<file path="src/rtl/u8d_pkg.sv">
`default_nettype none
package u8d_pkg;

  localparam int CpW  = 31;
  localparam int RemW = 3;

  // Largest count of continuation bytes a lead byte can announce
  localparam logic [RemW-1:0] MaxRem = 3'd5;

  typedef logic [7:0]      byte_t;
  typedef logic [CpW-1:0]  cp_t;
  typedef logic [RemW-1:0] rem_t;

  typedef struct packed {
    logic has;
    cp_t  code_point;
    logic truncated;
  } u8d_result_t;

endpackage
`default_nettype wire

</file>
<file path="src/rtl/u8d_byte_if.sv">
`default_nettype none
interface u8d_byte_if;
  import u8d_pkg::*;

  logic  valid;
  logic  ready;
  byte_t data_byte;
  logic  end_of_buffer;

  modport source (output valid, output data_byte, output end_of_buffer, input ready);
  modport sink   (input valid, input data_byte, input end_of_buffer, output ready);

endinterface
`default_nettype wire

</file>
<file path="src/rtl/u8d_cp_if.sv">
`default_nettype none
interface u8d_cp_if;
  import u8d_pkg::*;

  logic valid;
  logic ready;
  cp_t  code_point;
  logic truncated;

  modport source (output valid, output code_point, output truncated, input ready);
  modport sink   (input valid, input code_point, input truncated, output ready);

endinterface
`default_nettype wire

</file>
<file path="src/rtl/u8d_step.sv">
`default_nettype none
module u8d_step
  import u8d_pkg::*;
(
  input  wire logic        clk,
  input  wire logic        rst_n,
  input  wire logic        fire,
  input  wire byte_t       data_byte,
  input  wire logic        end_of_buffer,
  output u8d_result_t      res,
  output rem_t             bytes_left
);

  cp_t  pv_r, pv_nxt;
  rem_t rem_r, rem_nxt;
  rem_t rem_dec;
  cp_t  lead_pv;
  rem_t lead_cnt;
  logic lead_multi;

  assign rem_dec    = rem_r - 1'b1;
  assign bytes_left = rem_r;

  // Lead byte class, shortest prefix first
  always_comb begin
    lead_pv    = '0;
    lead_cnt   = '0;
    lead_multi = 1'b0;
    case (data_byte) inside
      8'b0???????: begin
        lead_pv = cp_t'(data_byte);
      end
      8'b10??????: begin
        lead_pv = '0;
      end
      8'b110?????: begin
        lead_pv    = cp_t'(data_byte[4:0]);
        lead_cnt   = 3'd1;
        lead_multi = 1'b1;
      end
      8'b1110????: begin
        lead_pv    = cp_t'(data_byte[3:0]);
        lead_cnt   = 3'd2;
        lead_multi = 1'b1;
      end
      8'b11110???: begin
        lead_pv    = cp_t'(data_byte[2:0]);
        lead_cnt   = 3'd3;
        lead_multi = 1'b1;
      end
      8'b111110??: begin
        lead_pv    = cp_t'(data_byte[1:0]);
        lead_cnt   = 3'd4;
        lead_multi = 1'b1;
      end
      8'b111111??: begin
        lead_pv    = cp_t'(data_byte[0]);
        lead_cnt   = MaxRem;
        lead_multi = 1'b1;
      end
      default: begin
        lead_pv = '0;
      end
    endcase
  end

  always_comb begin
    pv_nxt         = pv_r;
    rem_nxt        = rem_r;
    res.has        = 1'b0;
    res.code_point = '0;
    res.truncated  = 1'b0;
    if (rem_r == '0) begin
      if (!lead_multi) begin
        // ASCII or stray continuation: emit at once
        res.has        = 1'b1;
        res.code_point = lead_pv;
      end else if (end_of_buffer) begin
        res.has       = 1'b1;
        res.truncated = 1'b1;
        pv_nxt        = '0;
        rem_nxt       = '0;
      end else begin
        pv_nxt  = lead_pv;
        rem_nxt = lead_cnt;
      end
    end else begin
      if (rem_dec == '0) begin
        res.has        = 1'b1;
        res.code_point = {pv_r[CpW-7:0], data_byte[5:0]};
        pv_nxt         = '0;
        rem_nxt        = '0;
      end else if (end_of_buffer) begin
        res.has       = 1'b1;
        res.truncated = 1'b1;
        pv_nxt        = '0;
        rem_nxt       = '0;
      end else begin
        pv_nxt  = {pv_r[CpW-7:0], data_byte[5:0]};
        rem_nxt = rem_dec;
      end
    end
  end

  always_ff @(posedge clk) begin
    if (!rst_n) begin
      pv_r  <= '0;
      rem_r <= '0;
    end else if (fire) begin
      pv_r  <= pv_nxt;
      rem_r <= rem_nxt;
    end
  end

endmodule
`default_nettype wire

</file>
<file path="src/rtl/utf8_stream_decoder.sv">
// Path: a byte accepted into the input register is decoded there; its result, if any,
// loads into the result register once that register is free, and is offered from there.
// Throughput: one byte per cycle while the result side keeps taking transactions.
// The input register stalls only while the result register holds a pending item.
// Reset (rst_n low, synchronous): both channels empty, decode state cleared.
`default_nettype none
module utf8_stream_decoder
  import u8d_pkg::*;
(
  input  wire logic clk,
  input  wire logic rst_n,
  u8d_byte_if.sink  in_strm,
  u8d_cp_if.source  out_strm
);

  logic        s1_vld_r;
  byte_t       s1_byte_r;
  logic        s1_eob_r;
  logic        out_vld_r;
  cp_t         out_cp_r;
  logic        out_trunc_r;
  logic        out_free;
  logic        s1_fire;
  u8d_result_t res;
  rem_t        bytes_left;

  assign out_free       = !out_vld_r || out_strm.ready;
  assign s1_fire        = s1_vld_r && out_free;
  assign in_strm.ready  = !s1_vld_r || s1_fire;

  assign out_strm.valid      = out_vld_r;
  assign out_strm.code_point = out_cp_r;
  assign out_strm.truncated  = out_trunc_r;

  always_ff @(posedge clk) begin
    if (!rst_n) begin
      s1_vld_r <= 1'b0;
    end else if (in_strm.ready) begin
      s1_vld_r <= in_strm.valid;
    end
  end

  always_ff @(posedge clk) begin
    if (in_strm.ready && in_strm.valid) begin
      s1_byte_r <= in_strm.data_byte;
      s1_eob_r  <= in_strm.end_of_buffer;
    end
  end

  u8d_step u_step (
    .clk           (clk),
    .rst_n         (rst_n),
    .fire          (s1_fire),
    .data_byte     (s1_byte_r),
    .end_of_buffer (s1_eob_r),
    .res           (res),
    .bytes_left    (bytes_left)
  );

  always_ff @(posedge clk) begin
    if (!rst_n) begin
      out_vld_r <= 1'b0;
    end else if (out_free) begin
      out_vld_r <= s1_fire && res.has;
    end
  end

  // Load the result register only when a transaction produces a result
  always_ff @(posedge clk) begin
    if (s1_fire && res.has) begin
      out_cp_r    <= res.code_point;
      out_trunc_r <= res.truncated;
    end
  end

`ifndef SYNTHESIS
  a_trunc_zero: assert property (@(posedge clk) disable iff (!rst_n)
    (out_vld_r && out_trunc_r) |-> (out_cp_r == '0))
    else $error("truncated result carries a nonzero code point");

  a_rem_range: assert property (@(posedge clk) disable iff (!rst_n)
    bytes_left <= MaxRem)
    else $error("continuation count out of range");

  a_eob_clears: assert property (@(posedge clk) disable iff (!rst_n)
    (s1_fire && s1_eob_r) |=> (bytes_left == '0))
    else $error("decode state not cleared at end of buffer");

  a_stage_hold: assert property (@(posedge clk) disable iff (!rst_n)
    (s1_vld_r && !out_free) |=> (s1_vld_r && $stable(s1_byte_r)))
    else $error("input stage dropped a stalled byte");
`endif

endmodule
`default_nettype wire

</file>
<file path="src/flat_wrapper.sv">
// flat-port wrapper written by rule: the top's interface ports become plain ports
module utf8_stream_decoder_flat import u8d_pkg::*;
  (clk, rst_n, in_strm_valid, in_strm_data_byte, in_strm_end_of_buffer, in_strm_ready, out_strm_valid, out_strm_code_point, out_strm_truncated, out_strm_ready);
  u8d_byte_if in_strm_i ();
  u8d_cp_if out_strm_i ();
  input  wire logic clk;
  input  wire logic rst_n;
  input wire logic [$bits(in_strm_i.valid)-1:0] in_strm_valid;
  input wire logic [$bits(in_strm_i.data_byte)-1:0] in_strm_data_byte;
  input wire logic [$bits(in_strm_i.end_of_buffer)-1:0] in_strm_end_of_buffer;
  output wire logic [$bits(in_strm_i.ready)-1:0] in_strm_ready;
  output wire logic [$bits(out_strm_i.valid)-1:0] out_strm_valid;
  output wire logic [$bits(out_strm_i.code_point)-1:0] out_strm_code_point;
  output wire logic [$bits(out_strm_i.truncated)-1:0] out_strm_truncated;
  input wire logic [$bits(out_strm_i.ready)-1:0] out_strm_ready;
  assign in_strm_i.valid = in_strm_valid;
  assign in_strm_i.data_byte = in_strm_data_byte;
  assign in_strm_i.end_of_buffer = in_strm_end_of_buffer;
  assign in_strm_ready = in_strm_i.ready;
  assign out_strm_valid = out_strm_i.valid;
  assign out_strm_code_point = out_strm_i.code_point;
  assign out_strm_truncated = out_strm_i.truncated;
  assign out_strm_i.ready = out_strm_ready;
  utf8_stream_decoder u_core (.clk(clk), .rst_n(rst_n), .in_strm(in_strm_i), .out_strm(out_strm_i));
endmodule
</file>
<file path="config.mk">
export PLATFORM = sky130hd
export DESIGN_NAME = utf8_stream_decoder_flat
export DESIGN_NICKNAME = d
export VERILOG_FILES = /design/src/rtl/u8d_pkg.sv /design/src/rtl/u8d_byte_if.sv /design/src/rtl/u8d_cp_if.sv /design/src/rtl/u8d_step.sv /design/src/rtl/utf8_stream_decoder.sv /design/src/flat_wrapper.sv
export SDC_FILE = /design/constraint.sdc
export NUM_CORES = 1
export LEC_CHECK = 0
export ABC_AREA = 0
export BUFFER_PORTS_ARGS = -buffer_cell sky130_fd_sc_hd__buf_4
export CAP_MARGIN = 25
export CORE_MARGIN = 2
export CORE_UTILIZATION = 35
export CTS_CLUSTER_DIAMETER = 120
export DETAILED_ROUTE_END_ITERATION = 10
export PLACE_DENSITY = 0.65
export SYNTH_ARGS = -nofsm -noshare
export SYNTH_HDL_FRONTEND = slang
export SYNTH_SLANG_ARGS = --single-unit
</file>
<file path="constraint.sdc">
create_clock -name clk -period 8.9 [get_ports clk]
set_clock_uncertainty 0.05 [all_clocks]
set_input_delay 1.335 -clock clk [delete_from_list [all_inputs] [get_ports clk]]
set_output_delay 1.335 -clock clk [all_outputs]
set_load 0.01 [all_outputs]
</file>
Word level (Yosys, flattened, before mapping):

Index checks and enable logic that the tools add are counted.

* bits in registers: 71
* bits in latches: 0
* bits in writable memories: 0
* memory bits (read-only): 0
* input port bits: 13
* logic and storage cells: 65
* memories kept: 0

* add/subtract/negate cells: 1
* $mul: 0
* div/mod/pow operators: 0
* order comparisons: 0
* equality and inequality tests: 7
* shifts and indexed selects: 0
* muxes and demuxes: 39
* bitwise logic cells: 0
* reduce and logical (&&, ||, !) cells: 10

Operator list (count)
* $mux W25: 4
* $mux W31: 2
* $mux W3: 13
* $mux W33: 1
* $mux W7: 2
* $mux W1: 13
* $eq A6 B6 Y1 const B: 2
* $mux W5: 2
* $logic_not A3 Y1: 2
* $eq A5 B5 Y1 const B: 1
* $eq A4 B4 Y1 const B: 1
* $mux W4: 1
* $eq A3 B3 Y1 const B: 1
* $logic_and A1 B1 Y1: 3
* $sub A3 B1 Y3 const B: 1
* $eq A2 B2 Y1 const B: 1
* $logic_not A1 Y1: 2
* $logic_or A1 B1 Y1: 2
* $mux W2: 1
* $ne A2 B2 Y1 const B: 1
* $reduce_and A2 Y1: 1

Logic depth before layout (Yosys ltp):

* depth in word-level cells: 11
* depth in mapped cells: 7
* mapped depth without buffers: 6

Modules after synthesis:

Synthesis repeated with hierarchy kept, for this count alone.

* cells, all modules: 204
* area, all modules: 2762.6 sq um

Modules (own cells, without submodules)
* u8d_step: times used 1, cells an instance 150, area an instance 1418.9 sq um, seq. area each 560.5 sq um
* utf8_stream_decoder: times used 1, cells an instance 54, area an instance 1343.8 sq um, seq. area each 1271.2 sq um

Least setup slack after synthesis:

No wires, ideal clock.

* path kind: in2reg
* from: input out_strm_ready
* to: register u_core.out_cp_r[0] (netlist: u_core.out_strm.code_point[0]), enable pin
* setup time: 0.430 ns
* arrival: 3.319 ns
* data required time: 8.420 ns
* path slack: 5.101 ns
* cell stages on the path: 3
* buffers on the path: 0
* cells stage by stage: nand2b_1 -> and2_1 -> a21boi_1

* cells in the longest elaborated chain, start to end: 3

Ends and longest elaborated chain
* from (decl): RTL line flat_wrapper.sv:15 `input wire logic [$bits(out_strm_i.ready)-1:0] out_strm_ready;`
* $logic_or A1 B1 Y1: RTL line utf8_stream_decoder.sv:27 `assign out_free = !out_vld_r || out_strm.ready;`
* $logic_and A1 B1 Y1: RTL line utf8_stream_decoder.sv:28 `assign s1_fire = s1_vld_r && out_free;`
* $logic_and A1 B1 Y1: RTL line utf8_stream_decoder.sv:70 `if (s1_fire && res.has) begin`
* to (signal assigned): RTL line utf8_stream_decoder.sv:71 `out_cp_r <= res.code_point;`
* to (decl): RTL line utf8_stream_decoder.sv:20 `cp_t out_cp_r;`

Every way passes these cells.
A chain may end at the register's enable or synchronous reset.

Worst setup path after layout:

* from: input out_strm_ready
* to: output in_strm_ready

* cells in the longest elaborated chain, start to end: 3

Ends and longest elaborated chain
* $logic_or A1 B1 Y1: RTL line utf8_stream_decoder.sv:27
* $logic_and A1 B1 Y1: RTL line utf8_stream_decoder.sv:28
* $logic_or A1 B1 Y1: RTL line utf8_stream_decoder.sv:29 `assign in_strm.ready = !s1_vld_r || s1_fire;`
* to (decl): RTL line flat_wrapper.sv:11 `output wire logic [$bits(in_strm_i.ready)-1:0] in_strm_ready;`

Every way passes these cells.

==> flow_summary.html <==
<table>
<tr><th>Metric</th><th>Value</th></tr>
<tr><th colspan="2">Worst setup path</th></tr>
<tr><td>Startpoint class of the critical path</td><td>input port</td></tr>
<tr><td>Critical Path Slowest Stage Cell</td><td>nor2b_1</td></tr>
<tr><td>CP endpoint kind</td><td>output pin</td></tr>
<tr><td>Delay of the slowest critical-path stage</td><td>0.17 ns</td></tr>
<tr><td>Data arrival time of the critical path</td><td>1.86 ns</td></tr>
<tr><td>Required time of the critical path</td><td>7.52 ns</td></tr>
<tr><td>Category of cells accounting for the largest share of critical-path delay</td><td>buffers and inverters</td></tr>
<tr><td>Worst-path maximum fanout</td><td>3</td></tr>
<tr><td>Cells along the critical path</td><td>buf_4 &gt; nor2b_1 &gt; nand2_1 &gt; buf_4</td></tr>
<tr><td>Count of buffer and inverter cells on the critical path</td><td>2</td></tr>
<tr><td>Worst setup path category</td><td>in -&gt; out</td></tr>
<tr><td>Worst path most repeated cell</td><td>buf_4</td></tr>
<tr><th colspan="2">Clock tree</th></tr>
<tr><td>Hold buffer count at CTS</td><td>0</td></tr>
<tr><td>Number of buffers inserted during clock tree synthesis</td><td>9</td></tr>
<tr><td>Clk Latency, worst-skew pair</td><td>0.34 ns</td></tr>
<tr><td>CTS clock-pin slew for the worst setup and hold paths</td><td>0.08 ns</td></tr>
<tr><td># clock sinks</td><td>71</td></tr>
<tr><td>CTS Root Cell</td><td>clkbuf_8</td></tr>
<tr><td>CTS Buffer Depth</td><td>2</td></tr>
<tr><td>Htree depth</td><td>3</td></tr>
<tr><td>Cells resized by post-CTS repair</td><td>0</td></tr>
<tr><td>Setup Fix Bufs, Post-CTS</td><td>0</td></tr>
<tr><td>Clock tree from TritonCTS</td><td>yes</td></tr>
<tr><th colspan="2">Synth</th></tr>
<tr><td>Cell area after synthesis</td><td>2850 sq um</td></tr>
<tr><td>Number of nets in the synthesized netlist</td><td>235</td></tr>
<tr><td>Sequential cell area fraction in the yosys report</td><td>64.3%</td></tr>
<tr><td>Predominant post-synthesis flop cell</td><td>edfxtp_1</td></tr>
<tr><td>Flip-flop and latch count after synthesis</td><td>71</td></tr>
<tr><td>Number of enable-type register cells in the synthesized netlist</td><td>41</td></tr>
<tr><td>Top cell type by total area after synthesis</td><td>edfxtp_1</td></tr>
<tr><td>Most frequent cells after synthesis</td><td>edfxtp_1, dfxtp_1, and2_1</td></tr>
<tr><td>Area share of the leading cell type in the synthesized netlist</td><td>43.2%</td></tr>
<tr><td>Post-synth cell types</td><td>44</td></tr>
<tr><td>Number of cells produced by synthesis</td><td>219</td></tr>
<tr><td>Proportion of synthesized flip-flops having asynchronous set or reset</td><td>0%</td></tr>
<tr><td>Most frequent cell after synthesis</td><td>edfxtp_1</td></tr>
<tr><td>Yosys warns</td><td>0</td></tr>
<tr><td>Post-Syn Area per Cell</td><td>13.0 sq um</td></tr>
<tr><td>Cells taking the most area after synthesis</td><td>edfxtp_1, dfxtp_1, a22o_1, and2_1, nand2_1</td></tr>
<tr><th colspan="2">Timing</th></tr>
<tr><td>Max Transition Viols Final</td><td>0</td></tr>
<tr><td>Accumulated negative setup slack</td><td>0 ns</td></tr>
<tr><td>Portion of the clock cycle consumed by the worst path in the final layout</td><td>36.4%</td></tr>
<tr><td>Peak Freq</td><td>0.308 GHz</td></tr>
<tr><td>Unrepaired setup endpoints after global routing</td><td>no</td></tr>
<tr><td>Count of final setup violators</td><td>0</td></tr>
<tr><td>Final critical delay including setup and external delays</td><td>3.24 ns</td></tr>
<tr><td>Relative slew slack</td><td>38.0%</td></tr>
<tr><td>Final count of hold timing violations</td><td>0</td></tr>
<tr><td>Final setup margin</td><td>5.66 ns</td></tr>
<tr><td>Actual slew at the worst max-slew pin</td><td>0.923 ns</td></tr>
<tr><th colspan="2">Pwr</th></tr>
<tr><td>Areal power density over the cells</td><td>190 nW/um^2</td></tr>
<tr><td>Pleak</td><td>1.33 nW</td></tr>
<tr><td>Peak supply drop</td><td>110 uV</td></tr>
<tr><td>Total Power</td><td>0.665 mW</td></tr>
<tr><th colspan="2">Floorplan</th></tr>
<tr><td>Die area</td><td>8880 sq um</td></tr>
<tr><td>Std-Cell Rows</td><td>32</td></tr>
<tr><td>I/O pin count</td><td>47</td></tr>
<tr><td>Die X</td><td>94.2 microns</td></tr>
<tr><td>Floorplan core area</td><td>7810 sq um</td></tr>
<tr><td>Starting density of the core</td><td>36.5%</td></tr>
<tr><td>Die Y</td><td>94.2 microns</td></tr>
<tr><th colspan="2">Detailed routing</th></tr>
<tr><td>Wire length the detailed router placed on met1</td><td>2390 microns</td></tr>
<tr><td>Routed wire per std cell</td><td>13.5 microns</td></tr>
<tr><td>Met3 wirelength from detailed routing</td><td>279 microns</td></tr>
<tr><td>Post-detailed-routing wire length</td><td>5050 microns</td></tr>
<tr><td>Sum of met2 wire segment lengths after detailed routing</td><td>2320 microns</td></tr>
<tr><td>DR pass1 iterations</td><td>4</td></tr>
<tr><td>Routed via count divided by cell count</td><td>4.85</td></tr>
<tr><td>Starting DRC count in detailed routing</td><td>68</td></tr>
<tr><td>Vias after detailed routing</td><td>1819</td></tr>
<tr><td>Antenna-violating nets left</td><td>0</td></tr>
<tr><td>Count of unresolved DRC violations after routing</td><td>0</td></tr>
<tr><td>Max Used Layer</td><td>met4</td></tr>
<tr><th colspan="2">Worst hold path</th></tr>
<tr><td>Class of the worst hold path</td><td>reg -&gt; reg</td></tr>
<tr><th colspan="2">Global routing</th></tr>
<tr><td>Initial antenna violation count</td><td>0</td></tr>
<tr><td>Maximum number of pins on one net before global-route repair</td><td>33</td></tr>
<tr><td>Number of global-route vias before repair</td><td>1685</td></tr>
<tr><td>Overflow left after global routing</td><td>0</td></tr>
<tr><td>Global Route Usage Sum</td><td>12.2%</td></tr>
<tr><td>Global-route wire length before repair</td><td>8240 microns</td></tr>
<tr><th colspan="2">Finish</th></tr>
<tr><td>Post-layout net count</td><td>284</td></tr>
<tr><td>Filler instances</td><td>725</td></tr>
<tr><td>Total inserted antenna cells</td><td>0</td></tr>
<tr><td>Layout cells sized above 1</td><td>27.5%</td></tr>
<tr><td>Growth of design area from synthesis to finish</td><td>22.7%</td></tr>
<tr><th colspan="2">Place</th></tr>
<tr><td>Post-DP HPWL</td><td>3400 microns</td></tr>
<tr><td>Setup WS pre-CTS</td><td>5.67 ns</td></tr>
<tr><td>RePlAce Congestion</td><td>0.849</td></tr>
<tr><td>Port Buffer Count</td><td>46</td></tr>
<tr><th colspan="2">Outcome</th></tr>
<tr><td>Run status</td><td>finished, final reports clean</td></tr>
<tr><th colspan="2">Flow run</th></tr>
<tr><td>Maximum Capacitance Violations</td><td>0</td></tr>
</table>
==> cells by family (layout without fill, tap and decap cells) <==
kind of cell	Yosys count	after routing	synth area share (%)
and+or+nand+nor	85	85	18.6
DFF	71	71	64.3
adders and majority gates	3	3	1.32
buffers and inverters	15	69	3.03
AOI/OAI and AO/OA	45	45	12.7
==> layout make-up <==
cell class / instances / area [sq um] / share of cell area (%)
Timing Repair Buffer: 47 / 373 / 10.7
Inverter: 6 / 22.5 / 0.644
Tap cell: 102 / 128 / 3.65
Clock buffer: 9 / 124 / 3.54
Multi-Input combinational cell: 133 / 942 / 26.9
Clock inverter: 7 / 76.3 / 2.18
Sequential cell: 71 / 1830 / 52.4
==> cells in the final DEF, fill, tap and decap left out, types with 7 or more instances in the layout <==
cell type	instances
a22o_1	20
nor2_1	9
buf_4	46
and2_1	26
edfxtp_1	41
nand2_1	13
dfxtp_1	30
a21oi_1	9
nor2b_1	7
clkbuf_8	9
==> flip-flops by register name (all words and copies together) (netlist names) <==
register,flops
u_core.out_strm.valid,1
u_core.u_step.pv_r,25
u_core.s1_byte_r,8
u_core.out_strm.code_point,31
u_core.out_strm.truncated,1
u_core.u_step.bytes_left,3
u_core.s1_vld_r,1
u_core.s1_eob_r,1
==> metal layers <==
| metal | GRT usage [%] | vias to the layer above |
|---|---|---|
| li1 | - | 915 |
| met1 | 16.1 | 846 |
| met2 | 18.1 | 52 |
| met3 | 4.41 | 6 |
| met4 | 5.07 | 0 |
| met5 | 0 | - |
==> worst reg2reg max path: stages, from the launching register on <==
cell and delay, ns:
dfxtp_1 0.41, inv_1 0.08, ha_1 0.31, or4b_1 0.57, and3b_1 0.27, a21boi_4 0.50, buf_16 0.23
==> stage by stage <==
stage / util, % / std cells / hold slack (ns) / area [sq um]
final: 44.8 / 375 / 0.420 / 3500
after global routing: 44.8 / 375 / 0.435 / 3500
after CTS: 44.4 / 374 / 0.422 / 3470
after detailed placement: 41.9 / 358 / 0.400 / 3270
after global placement: 41.9 / 358 / 0.399 / 3270
after floorplan: - / 219 / 0.384 / 2850
==> power by group <==
part	switching, mW	leakage (nW)	internal [mW]
registers	0.00588	0.636	0.356
logic	0.0223	0.590	0.0195
clock network	0.128	0.105	0.133
==> path summary, 6_finish.rpt <==
check	startpoint	end	slack (ns)	depth (start not counted)
max	out_strm_ready	in_strm_ready	5.66	4
min	u_core.u_step.pv_r[24]$_SDFFE_PN0P_	u_core.u_step.pv_r[24]$_SDFFE_PN0P_	0.42	1
max reg2reg	u_core.u_step.bytes_left[0]$_SDFFE_PN0P_	u_core.out_strm.code_point[15]$_SDFFCE_PP0P_	6.17	6
min reg2reg	u_core.u_step.pv_r[24]$_SDFFE_PN0P_	u_core.u_step.pv_r[24]$_SDFFE_PN0P_	0.42	1
Power figures use the tool's default switching activity.
